[config.mk]
export PLATFORM = sky130hd
export DESIGN_NAME = status_led_pattern_generator_unit
export DESIGN_NICKNAME = d
export VERILOG_FILES = /design/src/hdl/slpg_pkg.sv /design/src/hdl/status_led_pattern_generator_unit.sv
export SDC_FILE = /design/constraint.sdc
export NUM_CORES = 1
export LEC_CHECK = 0
export ABC_AREA = 1
export BUFFER_PORTS_ARGS = -buffer_cell sky130_fd_sc_hd__buf_4
export CORE_MARGIN = 1
export CORE_UTILIZATION = 55
export CTS_BUF_LIST = sky130_fd_sc_hd__clkbuf_8 sky130_fd_sc_hd__clkbuf_16
export CTS_CLUSTER_SIZE = 8
export DETAILED_ROUTE_END_ITERATION = 10
export MAX_ROUTING_LAYER = met4
export PLACE_DENSITY = 0.76
export SKIP_LAST_GASP = 1
export SYNTH_ARGS = -nofsm -noshare
export SYNTH_HDL_FRONTEND = slang
export SYNTH_SLANG_ARGS = --single-unit
[constraint.sdc]
create_clock -name clk -period 4.3 [get_ports clk]
set_input_delay 0.215 -clock clk [delete_from_list [all_inputs] [get_ports clk]]
set_output_delay 0.215 -clock clk [all_outputs]
set_load 0.02 [all_outputs]
[src/hdl/slpg_pkg.sv]
// Shared constants and types for the status LED pattern generator.
package slpg_pkg;

	localparam int unsigned TIME_W   = 32;
	localparam int unsigned IVAL_W   = 16;
	localparam int unsigned STEP_W   = 6;
	localparam int unsigned DUTY_W   = 8;
	localparam int unsigned IN_W     = 40;
	localparam int unsigned OUT_W    = 16;
	localparam int unsigned CFG_IX_W = 3;

	// register indexes
	localparam logic [CFG_IX_W-1:0] REG_INIT_BLINK    = 3'd0;
	localparam logic [CFG_IX_W-1:0] REG_TAKEOFF_BLINK = 3'd1;
	localparam logic [CFG_IX_W-1:0] REG_HOVER_BLINK   = 3'd2;
	localparam logic [CFG_IX_W-1:0] REG_FAST_BLINK    = 3'd3;
	localparam logic [CFG_IX_W-1:0] REG_FLASH         = 3'd4;
	localparam logic [CFG_IX_W-1:0] REG_FADE_PERIOD   = 3'd5;
	localparam logic [CFG_IX_W-1:0] REG_FADE_STEP     = 3'd6;
	localparam logic [CFG_IX_W-1:0] REG_RECORD_BLINK  = 3'd7;

	// register reset values
	localparam logic [IVAL_W-1:0] RST_INIT_BLINK    = 16'd500;
	localparam logic [IVAL_W-1:0] RST_TAKEOFF_BLINK = 16'd200;
	localparam logic [IVAL_W-1:0] RST_HOVER_BLINK   = 16'd1000;
	localparam logic [IVAL_W-1:0] RST_FAST_BLINK    = 16'd100;
	localparam logic [IVAL_W-1:0] RST_FLASH         = 16'd100;
	localparam logic [IVAL_W-1:0] RST_FADE_PERIOD   = 16'd20;
	localparam logic [STEP_W-1:0] RST_FADE_STEP     = 6'd5;
	localparam logic [IVAL_W-1:0] RST_RECORD_BLINK  = 16'd1000;

	// vehicle states
	localparam logic [2:0] ST_INIT     = 3'd0;
	localparam logic [2:0] ST_ARMED    = 3'd1;
	localparam logic [2:0] ST_DISARMED = 3'd2;
	localparam logic [2:0] ST_TAKEOFF  = 3'd3;
	localparam logic [2:0] ST_FLIGHT   = 3'd4;
	localparam logic [2:0] ST_FAILSAFE = 3'd5;
	localparam logic [2:0] ST_OBSTACLE = 3'd6;

	// flight modes
	localparam logic [1:0] FM_LEVEL = 2'd0;
	localparam logic [1:0] FM_HOLD  = 2'd1;
	localparam logic [1:0] FM_GLIDE = 2'd2;

	// breathing turn-around limits
	localparam logic signed [9:0] FADE_LOW   = 10'sd5;
	localparam logic signed [9:0] FADE_HIGH  = 10'sd250;
	localparam logic signed [9:0] DUTY_MAXS  = 10'sd255;

	typedef struct packed {
		logic              photo_taken;
		logic              is_recording;
		logic [1:0]        flight_mode;
		logic [2:0]        drone_state;
		logic [TIME_W-1:0] now_ms;
	} upd_t;

	typedef struct packed {
		logic [DUTY_W-1:0] pwm_duty;
		logic              pwm_attached;
		logic              rear_level;
		logic              front_level;
	} led_t;

	function automatic logic elapsed(input logic [TIME_W-1:0] now,
		input logic [TIME_W-1:0] last, input logic [IVAL_W-1:0] iv);
		logic [TIME_W-1:0] diff;
		diff = now - last;
		return diff >= {{(TIME_W-IVAL_W){1'b0}}, iv};
	endfunction

endpackage

[src/hdl/status_led_pattern_generator_unit.sv]
// Status LED pattern generator: input register, pattern logic, result register.
// Path: an accepted update is held in the input register, and its result is loaded into the result register.
// Throughput: one update per cycle while the master side does not stall; the pattern state updates in one pass.
// The input register keeps taking updates while a result waits, until it is full.
// arst_n clears all pattern state and loads the default interval registers.
module status_led_pattern_generator_unit
	import slpg_pkg::*;
(
	input  logic                clk,
	input  logic                arst_n,
	input  logic                s_tvalid,
	output logic                s_tready,
	// now_ms[31:0], drone_state[34:32], flight_mode[36:35], is_recording[37],
	// photo_taken[38], zero[39]
	input  logic [IN_W-1:0]     s_tdata,
	output logic                m_tvalid,
	input  logic                m_tready,
	// front_level[0], rear_level[1], pwm_attached[2], pwm_duty[10:3], zero[15:11]
	output logic [OUT_W-1:0]    m_tdata,
	input  logic                cfg_valid,
	output logic                cfg_ready,
	input  logic [CFG_IX_W-1:0] cfg_index,
	input  logic [IVAL_W-1:0]   cfg_data
);

	logic [IVAL_W-1:0] init_blink_q, takeoff_blink_q, hover_blink_q, fast_blink_q;
	logic [IVAL_W-1:0] flash_q, fade_period_q, record_blink_q;
	logic [STEP_W-1:0] fade_step_q;

	logic              vld_s1;
	upd_t              upd_s1;
	logic              out_vld_q;
	led_t              out_q;
	logic              adv;

	logic [TIME_W-1:0] flash_start_q, blink_last_q, fade_last_q, record_last_q;
	logic              flash_run_q, blink_phase_q, fade_down_q, record_phase_q;
	logic              pwm_on_q, front_q, rear_q;
	logic [DUTY_W-1:0] duty_q;

	logic [TIME_W-1:0] flash_start_d, blink_last_d, fade_last_d, record_last_d;
	logic              flash_run_d, blink_phase_d, fade_down_d, record_phase_d;
	logic              pwm_on_d, front_d, rear_d;
	logic [DUTY_W-1:0] duty_d;

	logic              cruise, blink_en, blink_hit;
	logic [IVAL_W-1:0] blink_iv;
	logic signed [9:0] fsum;

	assign cfg_ready = 1'b1;
	assign adv       = vld_s1 && (!out_vld_q || m_tready);
	assign s_tready  = !vld_s1 || adv;
	assign m_tvalid  = out_vld_q;
	assign m_tdata   = {{(OUT_W-DUTY_W-3){1'b0}}, out_q};

	always_ff @(posedge clk or negedge arst_n) begin
		if (!arst_n) begin
			init_blink_q    <= RST_INIT_BLINK;
			takeoff_blink_q <= RST_TAKEOFF_BLINK;
			hover_blink_q   <= RST_HOVER_BLINK;
			fast_blink_q    <= RST_FAST_BLINK;
			flash_q         <= RST_FLASH;
			fade_period_q   <= RST_FADE_PERIOD;
			fade_step_q     <= RST_FADE_STEP;
			record_blink_q  <= RST_RECORD_BLINK;
		end else if (cfg_valid) begin
			case (cfg_index)
				REG_INIT_BLINK:    init_blink_q    <= cfg_data;
				REG_TAKEOFF_BLINK: takeoff_blink_q <= cfg_data;
				REG_HOVER_BLINK:   hover_blink_q   <= cfg_data;
				REG_FAST_BLINK:    fast_blink_q    <= cfg_data;
				REG_FLASH:         flash_q         <= cfg_data;
				REG_FADE_PERIOD:   fade_period_q   <= cfg_data;
				REG_FADE_STEP:     fade_step_q     <= cfg_data[STEP_W-1:0];
				REG_RECORD_BLINK:  record_blink_q  <= cfg_data;
				default: ;
			endcase
		end
	end

	// input register
	always_ff @(posedge clk or negedge arst_n) begin
		if (!arst_n) begin
			vld_s1 <= 1'b0;
		end else if (s_tready) begin
			vld_s1 <= s_tvalid;
		end
	end

	always_ff @(posedge clk) begin
		if (s_tvalid && s_tready) begin
			upd_s1 <= upd_t'(s_tdata[IN_W-2:0]);
		end
	end

	// blink interval for the current state, if the state blinks at all
	always_comb begin
		blink_en = 1'b1;
		blink_iv = init_blink_q;
		case (upd_s1.drone_state)
			ST_INIT, ST_DISARMED: blink_iv = init_blink_q;
			ST_TAKEOFF:           blink_iv = takeoff_blink_q;
			ST_FAILSAFE, ST_OBSTACLE: blink_iv = fast_blink_q;
			ST_FLIGHT: begin
				blink_iv = hover_blink_q;
				blink_en = (upd_s1.flight_mode == FM_HOLD);
			end
			default: blink_en = 1'b0;
		endcase
		blink_hit = blink_en && elapsed(upd_s1.now_ms, blink_last_q, blink_iv);
	end

	always_comb begin
		flash_start_d  = flash_start_q;
		flash_run_d    = flash_run_q;
		blink_last_d   = blink_last_q;
		blink_phase_d  = blink_phase_q;
		fade_last_d    = fade_last_q;
		fade_down_d    = fade_down_q;
		duty_d         = duty_q;
		record_last_d  = record_last_q;
		record_phase_d = record_phase_q;
		pwm_on_d       = pwm_on_q;
		front_d        = front_q;
		rear_d         = rear_q;
		fsum           = '0;

		cruise = (upd_s1.drone_state == ST_FLIGHT) && (upd_s1.flight_mode == FM_GLIDE);

		if (upd_s1.photo_taken) begin
			front_d       = 1'b1;
			flash_start_d = upd_s1.now_ms;
			flash_run_d   = 1'b1;
		end
		if (flash_run_d && elapsed(upd_s1.now_ms, flash_start_d, flash_q)) begin
			front_d     = 1'b0;
			flash_run_d = 1'b0;
		end

		if (cruise && !pwm_on_q) begin
			pwm_on_d = 1'b1;
		end else if (!cruise && pwm_on_q) begin
			pwm_on_d = 1'b0;
			front_d  = 1'b0;
		end

		if (blink_hit) begin
			blink_phase_d = !blink_phase_q;
			blink_last_d  = upd_s1.now_ms;
		end

		case (upd_s1.drone_state)
			ST_INIT, ST_TAKEOFF, ST_OBSTACLE: begin
				if (blink_hit) begin
					front_d = blink_phase_d;
					rear_d  = blink_phase_d;
				end
			end
			ST_ARMED: begin
				front_d = 1'b1;
				rear_d  = 1'b1;
			end
			ST_DISARMED: begin
				if (blink_hit) begin
					front_d = blink_phase_d;
					rear_d  = 1'b0;
				end
			end
			ST_FAILSAFE: begin
				if (blink_hit) begin
					front_d = 1'b0;
					rear_d  = blink_phase_d;
				end
			end
			ST_FLIGHT: begin
				case (upd_s1.flight_mode)
					FM_LEVEL: begin
						front_d = 1'b1;
						rear_d  = 1'b0;
					end
					FM_HOLD: begin
						if (blink_hit) begin
							front_d = blink_phase_d;
							rear_d  = 1'b0;
						end
					end
					FM_GLIDE: begin
						rear_d = 1'b0;
						if (elapsed(upd_s1.now_ms, fade_last_q, fade_period_q)) begin
							if (fade_down_q)
								fsum = $signed({2'b00, duty_q}) - $signed({4'b0000, fade_step_q});
							else
								fsum = $signed({2'b00, duty_q}) + $signed({4'b0000, fade_step_q});
							if (fsum <= FADE_LOW || fsum >= FADE_HIGH)
								fade_down_d = !fade_down_q;
							// saturate to the 8-bit duty range
							if (fsum < 0)
								duty_d = '0;
							else if (fsum > DUTY_MAXS)
								duty_d = '1;
							else
								duty_d = fsum[DUTY_W-1:0];
							fade_last_d = upd_s1.now_ms;
						end
					end
					default: ;
				endcase
			end
			default: ;
		endcase

		// recording overrides in flight outside cruise
		if (upd_s1.is_recording && upd_s1.drone_state == ST_FLIGHT &&
				upd_s1.flight_mode != FM_GLIDE) begin
			rear_d = 1'b1;
			if (elapsed(upd_s1.now_ms, record_last_q, record_blink_q)) begin
				record_phase_d = !record_phase_q;
				front_d        = record_phase_d;
				record_last_d  = upd_s1.now_ms;
			end
		end
	end

	always_ff @(posedge clk or negedge arst_n) begin
		if (!arst_n) begin
			flash_start_q  <= '0;
			flash_run_q    <= 1'b0;
			blink_last_q   <= '0;
			blink_phase_q  <= 1'b0;
			fade_last_q    <= '0;
			fade_down_q    <= 1'b0;
			duty_q         <= '0;
			record_last_q  <= '0;
			record_phase_q <= 1'b0;
			pwm_on_q       <= 1'b0;
			front_q        <= 1'b0;
			rear_q         <= 1'b0;
		end else if (adv) begin
			flash_start_q  <= flash_start_d;
			flash_run_q    <= flash_run_d;
			blink_last_q   <= blink_last_d;
			blink_phase_q  <= blink_phase_d;
			fade_last_q    <= fade_last_d;
			fade_down_q    <= fade_down_d;
			duty_q         <= duty_d;
			record_last_q  <= record_last_d;
			record_phase_q <= record_phase_d;
			pwm_on_q       <= pwm_on_d;
			front_q        <= front_d;
			rear_q         <= rear_d;
		end
	end

	// result register
	always_ff @(posedge clk or negedge arst_n) begin
		if (!arst_n) begin
			out_vld_q <= 1'b0;
		end else if (adv) begin
			out_vld_q <= 1'b1;
		end else if (m_tready) begin
			out_vld_q <= 1'b0;
		end
	end

	always_ff @(posedge clk) begin
		if (adv) begin
			out_q.front_level  <= front_d;
			out_q.rear_level   <= rear_d;
			out_q.pwm_attached <= pwm_on_d;
			out_q.pwm_duty     <= duty_d;
		end
	end

endmodule

* Word level (Yosys, flattened, before mapping)
Cells that the tools add are included.
** Word-level totals
- Bits in registers :: 313
- Input port bits :: 64
- Output and inout bits :: 19
** Cells by class
- $add $sub $neg :: 6
- Magnitude comparators :: 8
- Eq/ne operators :: 16
- Mux-type cells :: 34
- Reductions and logical operators :: 40
** Operators by type and width (count)
- $ge A32 B16 Y1 :: 4
- $sub A32 B32 Y32 :: 4
- $pmux W16 S3 :: 1
- $mux W10 :: 4
- $mux W8 :: 5
- $mux W32 :: 1
- $eq A3 B3 Y1 const B :: 7
- $mux W1 :: 18
- $reduce_and A2 Y1 :: 9
- $eq A3 B2 Y1 const B :: 4
- $ge A10 B9 Y1 const B :: 1
- $gt A10 B9 Y1 const B :: 1
- $le A10 B4 Y1 const B :: 1
- $lt A10 B1 Y1 const B :: 1
- $add A8 B6 Y9 :: 1
- $logic_and A1 B1 Y1 :: 9
- $sub A8 B6 Y9 :: 1
- $pmux W1 S4 :: 2
- $reduce_or A4 Y1 :: 2
- $logic_not A1 Y1 :: 7
- $eq A3 B1 Y1 const B :: 2
- $logic_not A3 Y1 :: 2
- $pmux W1 S2 :: 3
- $reduce_and A5 Y1 :: 1
- 10 further kinds :: 13

* Depth between registers and ports, before layout
- Depth after elaboration :: 12
- Depth in mapped cells :: 35
- Mapped depth without buffers :: 35

* Worst setup path before layout
No wires, ideal clock.
- Path type :: register to register
- From :: register upd_s1[38] (netlist bit)
- To :: register front_q
- Setup time :: 66 ps
- Data arrival time :: 3855 ps
- Path slack :: 378 ps
- Cell stages (with the launch flop) :: 36
- Clock period less this slack :: 3922 ps
- Cell sequence :: edfxtp_1 clkbuf_1 clkbuf_1 mux2i_1 ha_1 nand2_1 nand2_1 inv_1 nand2_1 nand2_1 nand2_1 nand2_1 nand2_1 xor2_1 ha_1 a21oi_1 nor2_1 a211oi_1 nand2_1 inv_1 nand2_1 nor2_1 nand3_1 nor2_1 nand2_1 nand2_1 nand2_1 nand2_1 nand2_1 nor2_1 nor2_1 nand3_1 nand2_1 nand2_1 nand2_1 nand2_1
** Between the ends
- Cells in the longest elaborated chain, start to end :: 12
** RTL lines
- from (decl) :: line status_led_pattern_generator_unit.sv:31 : upd_t upd_s1;
- from (signal assigned) :: line status_led_pattern_generator_unit.sv:92 : upd_s1 <= upd_t'(s_tdata[IN_W-2:0]);
- $mux W32 :: line status_led_pattern_generator_unit.sv:130 : if (upd_s1.photo_taken) begin
- $sub A32 B32 Y32 :: line slpg_pkg.sv:69 : diff = now - last;
- $ge A32 B16 Y1 :: line slpg_pkg.sv:70 : return diff >= {{(TIME_W-IVAL_W){1'b0}}, iv};
- $logic_and A1 B1 Y1 :: line status_led_pattern_generator_unit.sv:135 : if (flash_run_d && elapsed(upd_s1.now_ms, flash_start_d, flash_q)) begin
- $mux W1 * :: line status_led_pattern_generator_unit.sv:135
- $mux W1 :: line status_led_pattern_generator_unit.sv:142 : end else if (!cruise && pwm_on_q) begin
- $mux W1 * :: line status_led_pattern_generator_unit.sv:140 : if (cruise && !pwm_on_q) begin
- $mux W1 :: line status_led_pattern_generator_unit.sv:154, status_led_pattern_generator_unit.sv:164, status_led_pattern_generator_unit.sv:182
- $pmux W1 S2 :: line status_led_pattern_generator_unit.sv:176 : case (upd_s1.flight_mode)
- $pmux W1 S4 * :: line status_led_pattern_generator_unit.sv:152 : case (upd_s1.drone_state)
- $mux W1 :: line status_led_pattern_generator_unit.sv:216 : if (elapsed(upd_s1.now_ms, record_last_q, record_blink_q)) begin
- $mux W1 * :: line status_led_pattern_generator_unit.sv:213 : if (upd_s1.is_recording && upd_s1.drone_state == ST_FLIGHT &&
- net front_d :: line status_led_pattern_generator_unit.sv:43 : logic pwm_on_d, front_d, rear_d;
- to (signal assigned) :: line status_led_pattern_generator_unit.sv:249 : front_q <= front_d;
- to (decl) :: line status_led_pattern_generator_unit.sv:38 : logic pwm_on_q, front_q, rear_q;
The timed path passes the listed nets; every way through them passes the cells marked *.
A chain may end at the register's enable or synchronous reset.

* Worst setup path in the final report
- From :: register upd_s1[3] (netlist bit)
- To :: register out_q, in the netlist m_tdata[4], data pin
** Between the ends
- Cells in the longest elaborated chain, start to end :: 5
** RTL lines
- $sub A32 B32 Y32 :: line slpg_pkg.sv:69
- $ge A32 B16 Y1 :: line slpg_pkg.sv:70
- $mux W8 :: line status_led_pattern_generator_unit.sv:189 : if (elapsed(upd_s1.now_ms, fade_last_q, fade_period_q)) begin
- $mux W8 :: line status_led_pattern_generator_unit.sv:176
- $mux W8 :: line status_led_pattern_generator_unit.sv:152
- net duty_d[1] :: line status_led_pattern_generator_unit.sv:44 : logic [DUTY_W-1:0] duty_d;
- to (decl) :: line status_led_pattern_generator_unit.sv:33 : led_t out_q;
The timed path passes the listed nets, and every way through them passes these cells.

==> metrics.log <==
[metrics] FF+latch count, synth: 313
[metrics] final RePlAce weighted congestion: 0.968
[metrics] latest clock arrival within the worst-skew pair: 0.60 ns
[metrics] via count of the first global-routing pass: 22800
[metrics] result of the run: complete, no violations
[metrics] Syn-to-layout area delta: 20.1%
[metrics] Remaining Overflow, GRT: 0
[metrics] post-synthesis average cell area: 7.04 µm²
[metrics] number of pins with negative max-slew slack in the final report: 0
[metrics] endpoints failing setup: 0
[metrics] minimum period implied by the final worst setup slack: 4.17 ns
[metrics] crit path kind: register to register
[metrics] final wirelength: 75.0 mm
[metrics] worst vdd ir: 0.000516 V
[metrics] critical-path maximum fanout: 7
[metrics] Port Buffers: 75
[metrics] vias per cell: 5.52
[metrics] Synth Warn #: 0
[metrics] worst min-delay path category: input pin to register
[metrics] critical path data required time: 4.63 ns
[metrics] overall fraction of global-route tracks in use: 0.350
[metrics] estimated wirelength of the detail-placed design: 57.2 mm
[metrics] average wire per standard cell: 17.8 µm
[metrics] maximum count of clock buffers along a single path: 3
[metrics] Die Footprint: 0.0438 mm²
[metrics] width of the die: 209 µm
[metrics] sort of element at the end of the critical path: register
[metrics] final worst-path cycle share: 0.970
[metrics] Iter 0 DRT Violations: 1927
[metrics] Final nets: 3917
[metrics] total number of placement rows: 75
[metrics] Worst-path clk slew: 0.05 ns
[metrics] first-pass GRT wire length: 116 mm
[metrics] area share of the leading cell type in the synthesized netlist: 0.246
[metrics] reg2reg setup slack: 0.13 ns
[metrics] Starting Density: 0.561
[metrics] maximum number of pins on one net before global-route repair: 104
[metrics] synthesized cell area: 0.0236 mm²
[metrics] busiest grt layer: met2
[metrics] routed via count: 23300
[metrics] number of distinct library cells after synthesis: 59
[metrics] arrival time at the worst endpoint: 4.50 ns
[metrics] Max Cap Violations: 0
[metrics] Core ar.: 0.0421 mm²
[metrics] number of nets still failing antenna checks after routing: 0
[metrics] met1 Resource Use GR: 0.418
[metrics] setup repair after global routing missed its margin: true
[metrics] max-slew headroom at the worst pin: 0.277
[metrics] leading cell types by total area after synthesis: dfrtp_1 25%, nand2_1 17%, ha_1 11%
[metrics] CTS sink count: 313
[metrics] final-layout setup total negative slack: 0 ns
[metrics] number of instances in the synthesized netlist: 3355
[metrics] fraction of the yosys area taken by sequential cells: 0.344
[metrics] endpoints failing hold: 0
[metrics] share of synthesized registers carrying an async set or reset: 0.840
[metrics] leakage power of the design: 15.0 nW
[metrics] Max Clock Freq: 0.240 GHz
[metrics] power after layout: 16.6 mW
[metrics] proportion of layout cells with a drive suffix above 1: 0.129
[metrics] root buffer cell: clkbuf_16
[metrics] power density cells: 584 mW/mm²
[metrics] First-pass DRT Iterations: 6
[metrics] DRC viols: 0
[metrics] number of enable flip-flop cells after synthesis: 50
[metrics] IO Count: 83
[metrics] cell accounting for the most synthesized area: dfrtp_1
[metrics] level count of the clock H-tree: 2
[metrics] GR Layer Usage met3: 0.0376
[metrics] GRT met2 Usage: 0.595
[metrics] startpoint types: register
[metrics] overall die height: 209 µm
[metrics] antenna violations before repair: 1
[metrics] CTS buffer count: 46
[metrics] most common flop cell mapped by yosys: dfrtp_1
[metrics] TritonCTS clock tree: yes
[metrics] Worst-Margin Slew: 1.08 ns
[metrics] Setup Skew: 0.0310 ns
## area by class of cell
type                    instances  area [µm²]
fillers                      3537       13800
flip-flops and latches        313        8120
repair buffers                312        2590
well taps                     539         674
clock inverters                36         186
multi-input cells            2452       13700
inverters                     519        1950
clock buffers                  48        1180
diodes                          1        2.50
## synth_stat cells, types with 9 or more instances
master,n
nand2_1,1050
inv_1,511
nor2_1,263
o21ai_0,262
dfrtp_1,232
ha_1,202
nand3_1,163
a21oi_1,159
xor2_1,69
clkbuf_1,50
edfxtp_1,50
nand4_1,50
dfstp_2,31
mux2i_1,29
nor3_1,26
a21oi_2,23
a21o_1,15
nand3b_1,14
xnor2_1,14
o21bai_1,12
o21ai_1,11
buf_4,9
## worst max-delay path, cell delays in order, from the launching register on
cell and delay (ns):
edfxtp_1 0.43, buf_4 0.22, ha_2 0.40, nand2_2 0.12
o21ai_2 0.18, nand2_1 0.07, nand2_1 0.11, a21oi_1 0.05
o21bai_1 0.23, xor2_1 0.19, ha_1 0.27, nand2_1 0.08
nand2_1 0.05, a31oi_1 0.18, nand2_1 0.10, inv_1 0.06
nand3_1 0.10, a21oi_1 0.13, nand3_1 0.08, nor2_1 0.09
nand3_1 0.08, nor2_2 0.16, nand3b_4 0.15, buf_4 0.18
nand4_1 0.09, nand2_1 0.07
## layout by cell type, fill, tap and decap left out, types with 14 or more instances in the layout
cell and n:
mux2i_1 22, nand3b_1 14, xnor2_1 14, dfrtp_1 232, dlygate4sd3_1 58, inv_1 540, a21oi_2 34, a21o_1 15
buf_4 244, nor2_1 254, nand2_1 1036, dfstp_2 31, nand3_1 158, edfxtp_1 50, o21ai_0 257, nand4_1 50
nand2_2 14, clkbuf_16 46, a21oi_1 147, ha_1 184, nor3_1 23, xor2_1 65
## final timing paths
kind | startpoint | endpoint | depth (start not counted)
min reg2reg | record_last_q[8] | record_last_q[8] | 2
min in group asynchronous | arst_n | record_blink_q[2] | 2
max | upd_s1[3] | m_tdata[4] | 25
max in group asynchronous | arst_n | flash_start_q[24] | 3
max reg2reg | upd_s1[3] | m_tdata[4] | 25
min | cfg_data[0] | fade_period_q[0] | 3
## metal layers
metal | vias up | part of all wire
li1 | 11400 | -
met1 | 11000 | 0.41
met2 | 705 | 0.49
met3 | 195 | 0.053
met4 | 0 | 0.045
met5 | - | 0
## cell families after synthesis
| kind of cell | synth area share |
|---|---|
| AO/OA/AOI/OAI | 0.125 |
| XOR/XNOR | 0.0308 |
| adder cells (fa/ha/maj) | 0.113 |
| buffers and inverters | 0.0987 |
| flip-flops | 0.344 |
| multiplexers | 0.0123 |
| other | 0.000318 |
| AND/OR/NAND/NOR | 0.276 |
## registers in the layout, indices dropped and copies added (netlist names), 32 cells and up
register and cells:
fade_last_q 32, record_last_q 32, upd_s1 39, blink_last_q 32, flash_start_q 32
## power by group
group | switching [mW] | leakage (nW) | total, mW | internal [mW]
logic | 5.40 | 10.5 | 8.92 | 3.52
clock network | 1.43 | 0.781 | 3.40 | 1.97
registers | 0.448 | 3.66 | 4.23 | 3.78
total | 7.28 | 15.0 | 16.6 | 9.28
## what timing repair did
| item | CTS | global route |
|---|---|---|
| pin swaps | 0 | 18 |
| buffers inserted | 0 | 16 |
| gates resized for setup | 2 | 94 |
| endpoints found under the hold margin | 138 | 0 |
| endpoints found under the setup margin | 16 | 65 |
| hold buffers | 58 | 0 |
## through the flow
stage          std cells  utilization  worst slack, ns  cell area [µm²]  hold WS (ns)
6_report            4220        0.673            0.131            28400         0.148
5_1_grt             4220        0.673           -0.153            28400         0.154
4_1_cts             4203        0.660           0.0253            27800         0.116
3_5_place_dp        4061        0.613           -0.113            25800         0.310
3_3_place_gp        4061        0.613         -0.00272            25800         0.307
2_1_floorplan       3359            -            0.378            23600       -0.0806
No activity file was read; power rests on OpenSTA's default activity.
